**src/design/wri_pkg.sv**
```systemverilog
`timescale 1ns / 1ps
package wri_pkg;
  // Defaults for the top level parameters
  localparam int DEF_MAX_PERIOD    = 64;
  localparam int DEF_PRICE_BITS    = 32;
  localparam int DEF_AVG_FRAC_BITS = 16;

  // Period register
  localparam int             PERIOD_W     = 7;
  localparam logic [6:0]     PERIOD_RESET = 7'd14;
  localparam int             MIN_PERIOD   = 2;

  // RSI in hundredths of a percent
  localparam int             RSI_W    = 14;
  localparam logic [13:0]    RSI_FULL = 14'd10000;

  // Entries of the input queue
  localparam int Q_DEPTH = 2;
endpackage

```
**src/design/wri_front.sv**
```systemverilog
`timescale 1ns / 1ps
module wri_front #(
  parameter int PRICE_BITS = 32
) (
  input  logic                  clk,
  input  logic                  rst_n,
  input  logic                  in_valid,
  output logic                  in_ready,
  input  logic [PRICE_BITS-1:0] in_price,
  input  logic                  in_new_bar,
  output logic                  q_valid,
  input  logic                  q_ready,
  output logic [PRICE_BITS-1:0] q_price,
  output logic                  q_new_bar
);
  import wri_pkg::*;

  localparam int PTR_W = (Q_DEPTH > 1) ? $clog2(Q_DEPTH) : 1;
  localparam int LVL_W = $clog2(Q_DEPTH + 1);

  logic [PRICE_BITS-1:0] price_q [Q_DEPTH];
  logic                  nb_q    [Q_DEPTH];
  logic [PTR_W-1:0]      wr_ptr_r, wr_ptr_nxt;
  logic [PTR_W-1:0]      rd_ptr_r, rd_ptr_nxt;
  logic [LVL_W-1:0]      level_r, level_nxt;
  logic                  push, pop;

  assign in_ready  = (level_r != LVL_W'(Q_DEPTH));
  assign q_valid   = (level_r != '0);
  assign q_price   = price_q[rd_ptr_r];
  assign q_new_bar = nb_q[rd_ptr_r];
  assign push      = in_valid && in_ready;
  assign pop       = q_valid && q_ready;

  // Advance pointers with wrap and track fill level
  always_comb begin
    wr_ptr_nxt = wr_ptr_r;
    rd_ptr_nxt = rd_ptr_r;
    level_nxt  = level_r;
    if (push) begin
      wr_ptr_nxt = (wr_ptr_r == PTR_W'(Q_DEPTH - 1)) ? '0 : wr_ptr_r + 1'b1;
    end
    if (pop) begin
      rd_ptr_nxt = (rd_ptr_r == PTR_W'(Q_DEPTH - 1)) ? '0 : rd_ptr_r + 1'b1;
    end
    if (push && !pop) begin
      level_nxt = level_r + 1'b1;
    end else if (pop && !push) begin
      level_nxt = level_r - 1'b1;
    end
  end

  always_ff @(posedge clk) begin
    if (!rst_n) begin
      wr_ptr_r <= '0;
      rd_ptr_r <= '0;
      level_r  <= '0;
    end else begin
      wr_ptr_r <= wr_ptr_nxt;
      rd_ptr_r <= rd_ptr_nxt;
      level_r  <= level_nxt;
    end
  end

  // Store the incoming transaction
  always_ff @(posedge clk) begin
    if (push) begin
      price_q[wr_ptr_r] <= in_price;
      nb_q[wr_ptr_r]    <= in_new_bar;
    end
  end
endmodule

```
**config.mk**
```make
export PLATFORM = sky130hd
export DESIGN_NAME = wri_front
export DESIGN_NICKNAME = d
export VERILOG_FILES = /design/src/design/wri_pkg.sv /design/src/design/wri_front.sv
export SDC_FILE = /design/constraint.sdc
export NUM_CORES = 1
export LEC_CHECK = 0
export ABC_AREA = 0
export BUFFER_PORTS_ARGS = -buffer_cell sky130_fd_sc_hd__clkbuf_2
export CORE_ASPECT_RATIO = 2
export CORE_MARGIN = 1.5
export CORE_UTILIZATION = 50
export CTS_BUF_LIST = sky130_fd_sc_hd__clkbuf_4 sky130_fd_sc_hd__clkbuf_8
export DETAILED_ROUTE_END_ITERATION = 7
export PLACE_DENSITY_LB_ADDON = 0.05
export SLEW_MARGIN = 40
export SYNTH_ARGS = -nofsm -noshare
export SYNTH_HDL_FRONTEND = slang
export SYNTH_SLANG_ARGS = --single-unit
```
**constraint.sdc**
```tcl
create_clock -name clk -period 2.3 [get_ports clk]
set_clock_uncertainty 0.1 [all_clocks]
set_input_delay 0.46 -clock clk [delete_from_list [all_inputs] [get_ports clk]]
set_output_delay 0.46 -clock clk [all_outputs]
set_load 0.05 [all_outputs]
```
# --- Word level (Yosys, flattened, before mapping) ---
# Memory sizes are Yosys's and may differ from the RTL's. A register that Yosys moved wholly into a read port is not among the register bits.
# Cells that the tools add are included.
classes:
  n_mul: 0
  div_mod_pow: 0
  muxes: 10
  shift: 0
  n_addsub: 4
  n_lt_le_gt_ge: 0
  reduce_logical: 8
  eq_ne: 1
  bitwise_logic: 0
op_table:
  columns: ["operator", "count"]
  rows:
  - ["two-way mux 1 bit", 8]
  - ["logical AND 1 bit", 4]
  - ["two-way mux 2 bit", 2]
  - ["nonzero test 2 bit", 2]
  - ["adder 1 bit (second input constant)", 2]
  - ["adder 2 x 1 -> 2 bit (second input constant)", 1]
  - ["logical NOT 1 bit", 2]
  - ["inequality test 2 bit (second input constant)", 1]
  - ["subtractor 2 x 1 -> 2 bit (second input constant)", 1]
totals:
  ram_bits: 66
  latch_bits: 0
  out_inout_bits: 35
  reg_bits: 4
  memories: 2
  word_cells: 28
  romBits: 0
memory_table:
  columns: ["memory", "words", "width", "rd", "rd_clocked_by_memory_dff", "write_ports", "line", "rtl"]
  rows:
  - ["price_q", 2, 32, 1, 1, 1, "wri_front.sv:21", "logic [PRICE_BITS-1:0] price_q [Q_DEPTH];"]
  - ["nb_q", 2, 1, 1, 1, 1, "wri_front.sv:22", "logic nb_q [Q_DEPTH];"]

# --- Logic depth before layout (Yosys ltp) ---
# Gate-level depths: netlist of the first run.
logic_depth:
  word_depth: 6
  mapped_depth: 6
  mapped_depth_nobuf: 6

# --- Worst setup path before layout of the first run ---
# OpenSTA, ideal clock, no wires.
synth_path:
  kind: "reg-to-reg"
  startpoint: "register level_r[0]"
  endpoint: "memory nb_q[1], enable pin"
  synth_period_minus_slack_ns: 2.030
  stages_incl_launch_ff: 3
  n_path_buf: 0
  setup_ns: 0.393
  path_slack_ns: 0.270
  required_time_ns: 1.807
  arrival_ns: 1.536
  path_cell_list: "dfxtp_1 nand2b_4 and3_1"
synth_between:
  elab_chain_cells: 4
synth_rtl:
  columns: ["element", "line", "rtl"]
  rows:
  - ["from (decl)", "wri_front.sv:25", "logic [LVL_W-1:0] level_r, level_nxt;"]
  - ["from (signal assigned)", "wri_front.sv:61", "level_r <= level_nxt;"]
  - ["inequality test 2 bit", "wri_front.sv:28", "assign in_ready = (level_r != LVL_W'(Q_DEPTH));"]
  - ["net in_ready", "wri_front.sv:8", "output logic in_ready,"]
  - ["logical AND 1 bit", "wri_front.sv:32", "assign push = in_valid && in_ready;"]
  - ["two-way mux 1 bit", "wri_front.sv:67", "if (push) begin"]
  - ["two-way mux 1 bit (implied by the code)", "wri_front.sv:69", "nb_q[wr_ptr_r] <= in_new_bar;"]
  - ["to (decl)", "wri_front.sv:22", null]
# The timed path passes the listed nets, and every way through them passes these cells.

==> metrics.yaml, run 1 <==
clock_tree:
  clk_pin_slew_ps: 70
  cts_root_buf: "clkbuf_8"
  cts_resized: 0
  clockBufferDepth: 2
  clock_sink_count: 71
  cts_inserted_buffers: 9
  htree_num_levels: 3
  cts_setup_buffers: 0
  postCtsHoldBufs: 0
  tritoncts: "built"
  clock_latency_ps: 340
global_route:
  grt_max_degree: 27
  antenna_found_initial: 0
  gr-usage-all-layers_pct: 17.7
  grt_overflow_total: 0
  grt_pass1_vias: 1578
  grt_pass1_wl_microns: 6850
yosys:
  ys_seq_area_share_pct: 79.6
  synthCells: 127
  ys_types: 19
  ys_ff_latch: 71
  synth_top_area_cell: "edfxtp_1"
  syn-mean-instance-area_sq_um: 20.6
  synth_edf_count: 66
  synth_top_area_share_pct: 75.8
  syn_nets: 165
  synth_area_leaders: "edfxtp_1 (76%), mux2_2 (14%), dfxtp_1 (3.8%), and2_1 (0.96%), buf_2 (0.77%)"
  async_flop_share_pct: 0
  yosysWarnings: 0
  synth_area_sq_mm: 0.00262
  synth-main-ff-cell: "edfxtp_1"
layout:
  layout.nets: 248
  drive_gt1_share_pct: 59.5
  num_antenna_cells: 0
  fill_cells: 420
  synthToLayoutAreaGrowth_pct: 24.9
critical_path:
  crit-reg2reg-launch: "level_r[0]"
  worst-path-max-fanout: 18
  endpoint_kind: "output port"
  critPathLaunchType: "register"
  worstSetupPathType: "register to output port"
  cp.required_ps: 1740
  cp.arrival_ps: 1550
route:
  drtIter0Drc: 24
  route.detailed.wl_per_inst_microns: 16.3
  vias: 1395
  wl_microns: 4460
  vias_per_cell: 5.11
  drc_errors: 0
  antenna_left: 0
  dr.pass1.iters: 4
die:
  fp.dieH_microns: 105
  ios: 72
  core_area_sq_mm: 0.00509
  fp.dieW_microns: 54.2
  die_area_sq_mm: 0.00570
  fp-row-count: 37
  start_util_pct: 51.4
sta:
  drv_slew: 0
  slew-limit-headroom_pct: 76.0
  hold_slack_ps: 202
  min_period_ps: 2110
  setup_violations: 0
  max_freq_mhz: 474
  fin_setup_tns_ps: 0
  hold_viol: 0
  min_period_over_period_pct: 91.6
  worst_slew_pin_slew_ps: 360
  rsz0062_at_grt: "false"
placed_design:
  io_buffers: 71
  place_congestion: 0.660
pwr:
  p_leak_uw: 0.00127
  worst_ir_drop_vdd_uv: 1010
  p_per_area_mw_per_mm2: 1270
outcome:
  status: "finished clean"
worst_hold_path:
  min_from: "in_price[17]"
  hp-class: "input pin to register"
flow_run:
  drv_cap: 0
[path summary, 6_finish.rpt]
kind / end / slack [ps] / depth (start not counted)
hold reg to reg: level_r[1] / 470 / 2
hold / removal: price_q[1][17] / 200 / 1
setup reg to reg: level_r[1] / 610 / 5
setup / recovery: q_price[28] / 190 / 3
[metal layers]
| layer | track usage [%] | vias to the layer above | routed length (microns) |
|---|---|---|---|
| li1 | - | 661 | - |
| met1 | 17.0 | 674 | 1580 |
| met2 | 29.8 | 53 | 2500 |
| met3 | 7.93 | 7 | 278 |
| met4 | 9.11 | 0 | 94 |
| met5 | 0 | - | 0 |
[layout make-up]
type | instances | area [sq um] | area share (%)
clock buffers | 10 | 131 | 4.02
clock inverters | 6 | 61.3 | 1.88
inverters | 1 | 3.75 | 0.115
multi-input cells | 51 | 510 | 15.6
flip-flops and latches | 71 | 2080 | 63.7
well taps | 58 | 72.6 | 2.22
repair buffers | 76 | 405 | 12.4
[per-stage QoR]
step | cell area, sq um | power (uW) | utilization, % | setup slack [ps] | cells
after floorplan | 2620 | 2900 | - | 270 | 127
final | 3270 | 4140 | 64.2 | 192 | 273
after detailed placement | 3070 | 3240 | 60.4 | 543 | 257
after CTS | 3270 | 4190 | 64.2 | 157 | 273
after global routing | 3270 | 4320 | 64.2 | 106 | 273
after global placement | 3070 | 3200 | 60.4 | 565 | 257
[cells in the final DEF, fill, tap and decap left out]
cell and n:
bufinv_16 1, clkbuf_4 1, xnor2_1 2, a21bo_2 1, clkinvlp_4 1, o21ai_0 1
a21boi_0 1, buf_4 4, dfxtp_1 5, inv_1 1, clkbuf_8 9, clkbuf_2 71
edfxtp_1 66, xor2_1 1, and2_1 4, nand2b_4 1, clkinv_4 1, o21ai_1 1
mux2_2 33, nand3b_1 1, buf_12 1, ha_1 1, clkinv_2 3, or2_2 1
a21boi_1 1, or3_1 1, and3_1 1
[critical path, cell delays in order, from the launching register on]
cell and delay, ps:
dfxtp_1 330, buf_4 260, mux2_2 380, clkbuf_2 240
[power breakdown]
group	internal, uW	switching [uW]	leakage [uW]	total, uW
Clock	508	438	0.0000994	946
Sequential	1620	59.2	0.000658	1680
Combinational	453	1060	0.000509	1520
Total	2580	1560	0.00127	4140
[registers in the layout (all words and copies together), names as in the netlist, named ones only]
name and count:
price_q 64, wr_ptr_r 1, nb_q 2, level_r 2, rd_ptr_r 1
[synth_stat cells, types with 2 or more instances]
| cell | number |
|---|---|
| edfxtp_1 | 66 |
| mux2_2 | 33 |
| xnor2_1 | 2 |
| and2_1 | 4 |
| buf_2 | 4 |
| dfxtp_1 | 5 |
[cell families (layout without fill, tap and decap cells)]
logic type                 count (synthesis)  in the layout  synth area share, %
AOI/OAI and AO/OA                          5              5                 1.34
muxes                                     33             33                 14.2
and+or+nand+nor                            9              9                 2.49
xor gates and xnor gates                   3              3                 1.00
adders and majority gates                  1              1                0.478
DFF                                       71             71                 79.6
buffers and inverters                      5             93                0.909
Note: power is estimated with default switching activity, not from simulation.
==> run 2: changes to the inputs <==
- CORE_UTILIZATION: 50 -> 40
==> run 2 against run 1 <==
Compared with the run above:
- die area up 24%
- final area unchanged
- non-clock buffer count up 1
- combinational power about the same
- worst setup slack better by 8.2 ps
- utilization down 12 points
- clock power down 12%
- register-to-register slack about the same
- wire length up 2.0%
- hold slack better by 3.4 ps
- final cell count up 10%
- critical path depth unchanged
- critical endpoint is now q_price[24]
==> metrics.yaml, run 2 (same netlist as run 1, synthesis figures left out) <==
sta:
  min_period_ps: 2100
  slew-limit-headroom_pct: 78.4
  fin_setup_tns_ps: 0
  max_freq_mhz: 476
  hold_viol: 0
  worst_slew_pin_slew_ps: 324
  setup_slack_ps: 200
  rsz0062_at_grt: "false"
  drv_slew: 0
  setup_violations: 0
  min_period_over_period_pct: 91.3
critical_path:
  timing.rr.end: "level_r[1]"
  worstSetupPathType: "register to output port"
  worst-path-buf-inv: 2
  endpoint_kind: "output port"
  reg2reg_slack_ps: 600
  critPathLaunchType: "register"
  critPathMaxStageDelay_ps: 370
  worst-path-max-fanout: 17
  cp.arrival_ps: 1540
  ff2ff_path_depth: 5
  crit-reg2reg-launch: "level_r[0]"
  cp.required_ps: 1740
  slowest_stage: "mux2_2"
  crit_family: "buffers and inverters"
  path_depth: 3
  crit_chain: "buf_4, mux2_2, clkbuf_2"
worst_hold_path:
  min_from: "in_price[3]"
  hp-class: "input pin to register"
  worstHoldEndpoint: "price_q[1][3]"
  min_path_cells: 1
clock_tree:
  cts_resized: 0
  postCtsHoldBufs: 0
  clockBufferDepth: 2
  htree_num_levels: 3
  clock_sink_count: 71
  tritoncts: "built"
  clock_latency_ps: 340
  cts_setup_buffers: 0
  clk_pin_slew_ps: 70
  cts_root_buf: "clkbuf_8"
  cts_inserted_buffers: 9
layout:
  reg.largest.list: "price_q x64, level_r x2, nb_q x2"
  synthToLayoutAreaGrowth_pct: 24.9
  largest_register_ff_count: 64
  mostFrequentLayoutCells: "clkbuf_2 (71), edfxtp_1 (66), mux2_2 (33)"
  layout.nets: 249
  drive_gt1_share_pct: 59.1
  layout_commonest_cell: "clkbuf_2"
  num_antenna_cells: 0
  fin_area_sq_mm: 0.00327
  top_register: "price_q"
die:
  die_area_sq_mm: 0.00706
  fp.dieW_microns: 60.2
  fp-row-count: 41
  start_util_pct: 41.5
  fp.dieH_microns: 117
  ios: 72
  core_area_sq_mm: 0.00631
global_route:
  grt_pass1_vias: 1597
  grt_overflow_total: 0
  gr-usage-all-layers_pct: 14.5
  antenna_found_initial: 0
  grt_max_degree: 24
  grt_pass1_wl_microns: 7100
route:
  drtIter0Drc: 44
  vias: 1404
  drc_errors: 0
  route.detailed.wl_per_inst_microns: 15.1
  wl_microns: 4550
  vias_per_cell: 4.66
  dr.pass1.iters: 4
  antenna_left: 0
placed_design:
  io_buffers: 71
  place_congestion: 0.737
  place_area_sq_mm: 0.00310
  hpwl_microns: 3170
  preCtsSetupSlack_ps: 541
flow_run:
  drv_cap: 0
pwr:
  worst_ir_drop_vdd_uv: 645
  p_per_area_mw_per_mm2: 1230
  p_leak_uw: 0.00126
outcome:
  status: "finished clean"
-- run 2: layout make-up --
cell class	count	area [sq um]
Timing Repair Buffer	77	400
Multi-Input combinational cell	51	510
Clock inverter	2	8.76
Clock buffer	13	154
Fill cell	568	3040
Tap cell	86	108
Sequential cell	71	2080
Inverter	1	3.75
-- run 2: metrics by stage --
stage / power [uW] / std cells / util [%] / hold slack [ps]
2_1_floorplan: 2900 / 127 / - / 412
3_3_place_gp: 3210 / 286 / 49.2 / 427
3_5_place_dp: 3240 / 286 / 49.2 / 452
4_1_cts: 4090 / 301 / 51.8 / 179
5_1_grt: 4210 / 301 / 51.8 / 181
6_report: 4020 / 301 / 51.8 / 205
-- run 2: report_power, final --
group / leakage [uW] / internal (uW) / switching [uW] / total, uW
logic: 0.000510 / 448 / 1060 / 1510
clock network: 0.0000886 / 428 / 404 / 832
registers: 0.000658 / 1620 / 59.9 / 1680
total: 0.00126 / 2490 / 1530 / 4020
-- run 2: layer usage --
metal / vias up / wire [microns] / GRT usage, %
met2: 55 / 2570 / 24.7
li1: 659 / - / -
met5: - / 0 / 0
met3: 14 / 322 / 5.62
met4: 0 / 191 / 11.0
met1: 676 / 1470 / 12.5
-- run 2: worst max-delay path by stage --
stage / slack (ps) / start / to
global route: 110 / register / q_price[24]
global placement: 560 / register / q_price[24]
CTS: 150 / register / q_price[24]
finish: 200 / register / q_price[24]
floorplan: 270 / level_r[0] / nb_q[1]
detailed placement: 540 / register / q_price[24]
==> run 3: changes to the inputs <==
- clock period: 2.3 -> 2.5 ns (I/O delays scaled with it)
==> run 3 against run 2 <==
Compared with the run above:
- highest routed layer unchanged
- largest cell class unchanged
- worst setup slack better by 170 ps
- largest power group unchanged
- sequential share of layout area unchanged
- clock power shrank 9.1%
- critical path type unchanged
==> metrics.yaml, run 3 (same netlist as run 1, synthesis figures left out) <==
layout:
  layout.nets: 249
  num_antenna_cells: 0
  mostFrequentLayoutCells: "clkbuf_2 (71), edfxtp_1 (66), mux2_2 (33)"
  largest_register_ff_count: 64
  drive_gt1_share_pct: 59.1
  layout_commonest_cell: "clkbuf_2"
  seqCellArea_sq_mm: 0.00208
  synthToLayoutAreaGrowth_pct: 24.9
  final_cells: 301
  top_register: "price_q"
  fill_cells: 569
  multi_input_area_sq_um: 510
  reg.largest.list: "price_q x64, level_r x2, nb_q x2"
clock_tree:
  htree_num_levels: 3
  cts_setup_buffers: 0
  clockBufferDepth: 2
  clock_sink_count: 71
  cts_resized: 0
  postCtsHoldBufs: 0
  clock_latency_ps: 330
  clk_pin_slew_ps: 70
  cts_root_buf: "clkbuf_8"
  cts_inserted_buffers: 9
  tritoncts: "built"
critical_path:
  critPathLaunchType: "register"
  worst-path-max-fanout: 17
  endpoint_kind: "output port"
  cp.arrival_ps: 1530
  cp.required_ps: 1900
  worstSetupPathType: "register to output port"
route:
  vias: 1402
  route.detailed.wl_per_inst_microns: 15.1
  drtIter0Drc: 36
  drc_errors: 0
  dr.pass1.iters: 4
  vias_per_cell: 4.66
  wl_microns: 4550
  antenna_left: 0
pwr:
  p_per_area_mw_per_mm2: 1130
  p_leak_uw: 0.00126
  worst_ir_drop_vdd_uv: 722
global_route:
  grt_pass1_vias: 1587
  grt_pass1_wl_microns: 7070
  gr-usage-all-layers_pct: 14.1
  grt_max_degree: 24
  grt_overflow_total: 0
  antenna_found_initial: 0
sta:
  hold_viol: 0
  fin_setup_tns_ps: 0
  worst_slew_pin_slew_ps: 318
  rsz0062_at_grt: "false"
  min_period_over_period_pct: 85.1
  setup_violations: 0
  min_period_ps: 2130
  hold_slack_ps: 258
  drv_slew: 0
  max_freq_mhz: 470
  slew-limit-headroom_pct: 78.8
die:
  fp.dieH_microns: 117
  die_area_sq_mm: 0.00706
  ios: 72
  core_area_sq_mm: 0.00631
  fp.dieW_microns: 60.2
  fp-row-count: 41
  start_util_pct: 41.5
worst_hold_path:
  hp-class: "input pin to register"
flow_run:
  drv_cap: 0
outcome:
  status: "finished clean"
placed_design:
  io_buffers: 71
  placedCellCount: 286
  place_congestion: 0.737
==> run 3: worst max-delay path, stage by stage, from the launching register on <==
cell	delay [ps]
dfxtp_1	330
buf_4	250
mux2_2	370
clkbuf_2	240
==> run 3: routing by layer <==
layer / vias up / share of wire, % / wire (microns) / global-route usage [%]
met5: - / 0 / 0 / 0
met4: 0 / 3.3 / 150 / 8.89
met3: 11 / 6.2 / 280 / 4.96
met2: 51 / 57 / 2590 / 25.1
met1: 680 / 34 / 1530 / 12.3
li1: 660 / - / - / -
==> run 3: power breakdown <==
| part | internal [uW] | switching [uW] | total (uW) |
|---|---|---|---|
| clock | 394 | 361 | 756 |
| combinational | 412 | 983 | 1390 |
| sequential | 1490 | 53.8 | 1540 |
| total | 2290 | 1400 | 3690 |
==> run 3: path summary, 6_finish.rpt <==
kind                                   from             to  slack, ps  depth (start not counted)
worst max-delay path               register    q_price[24]        370                          3
worst min-delay path            in_price[5]  price_q[0][5]        260                          1
worst max register to register   level_r[0]     level_r[1]        790                          5
worst min register to register   level_r[1]     level_r[1]        460                          2
==> run 3: cell type report <==
class | instances | area share (%)
timing repair buffer | 77 | 12.3
clock buffer | 13 | 4.71
tap | 86 | 3.29
multi-input combinational | 51 | 15.6
clock inverter | 2 | 0.268
sequential | 71 | 63.7
inverter | 1 | 0.115
==> run 3: stage by stage <==
stage	area, sq um	total power [uW]	setup WS, ps	utilization [%]
floorplan	2620	2670	470	-
global placement	3100	2950	721	49.2
detailed placement	3100	2980	709	49.2
CTS	3270	3760	328	51.8
global route	3270	3860	308	51.8
finish	3270	3690	373	51.8
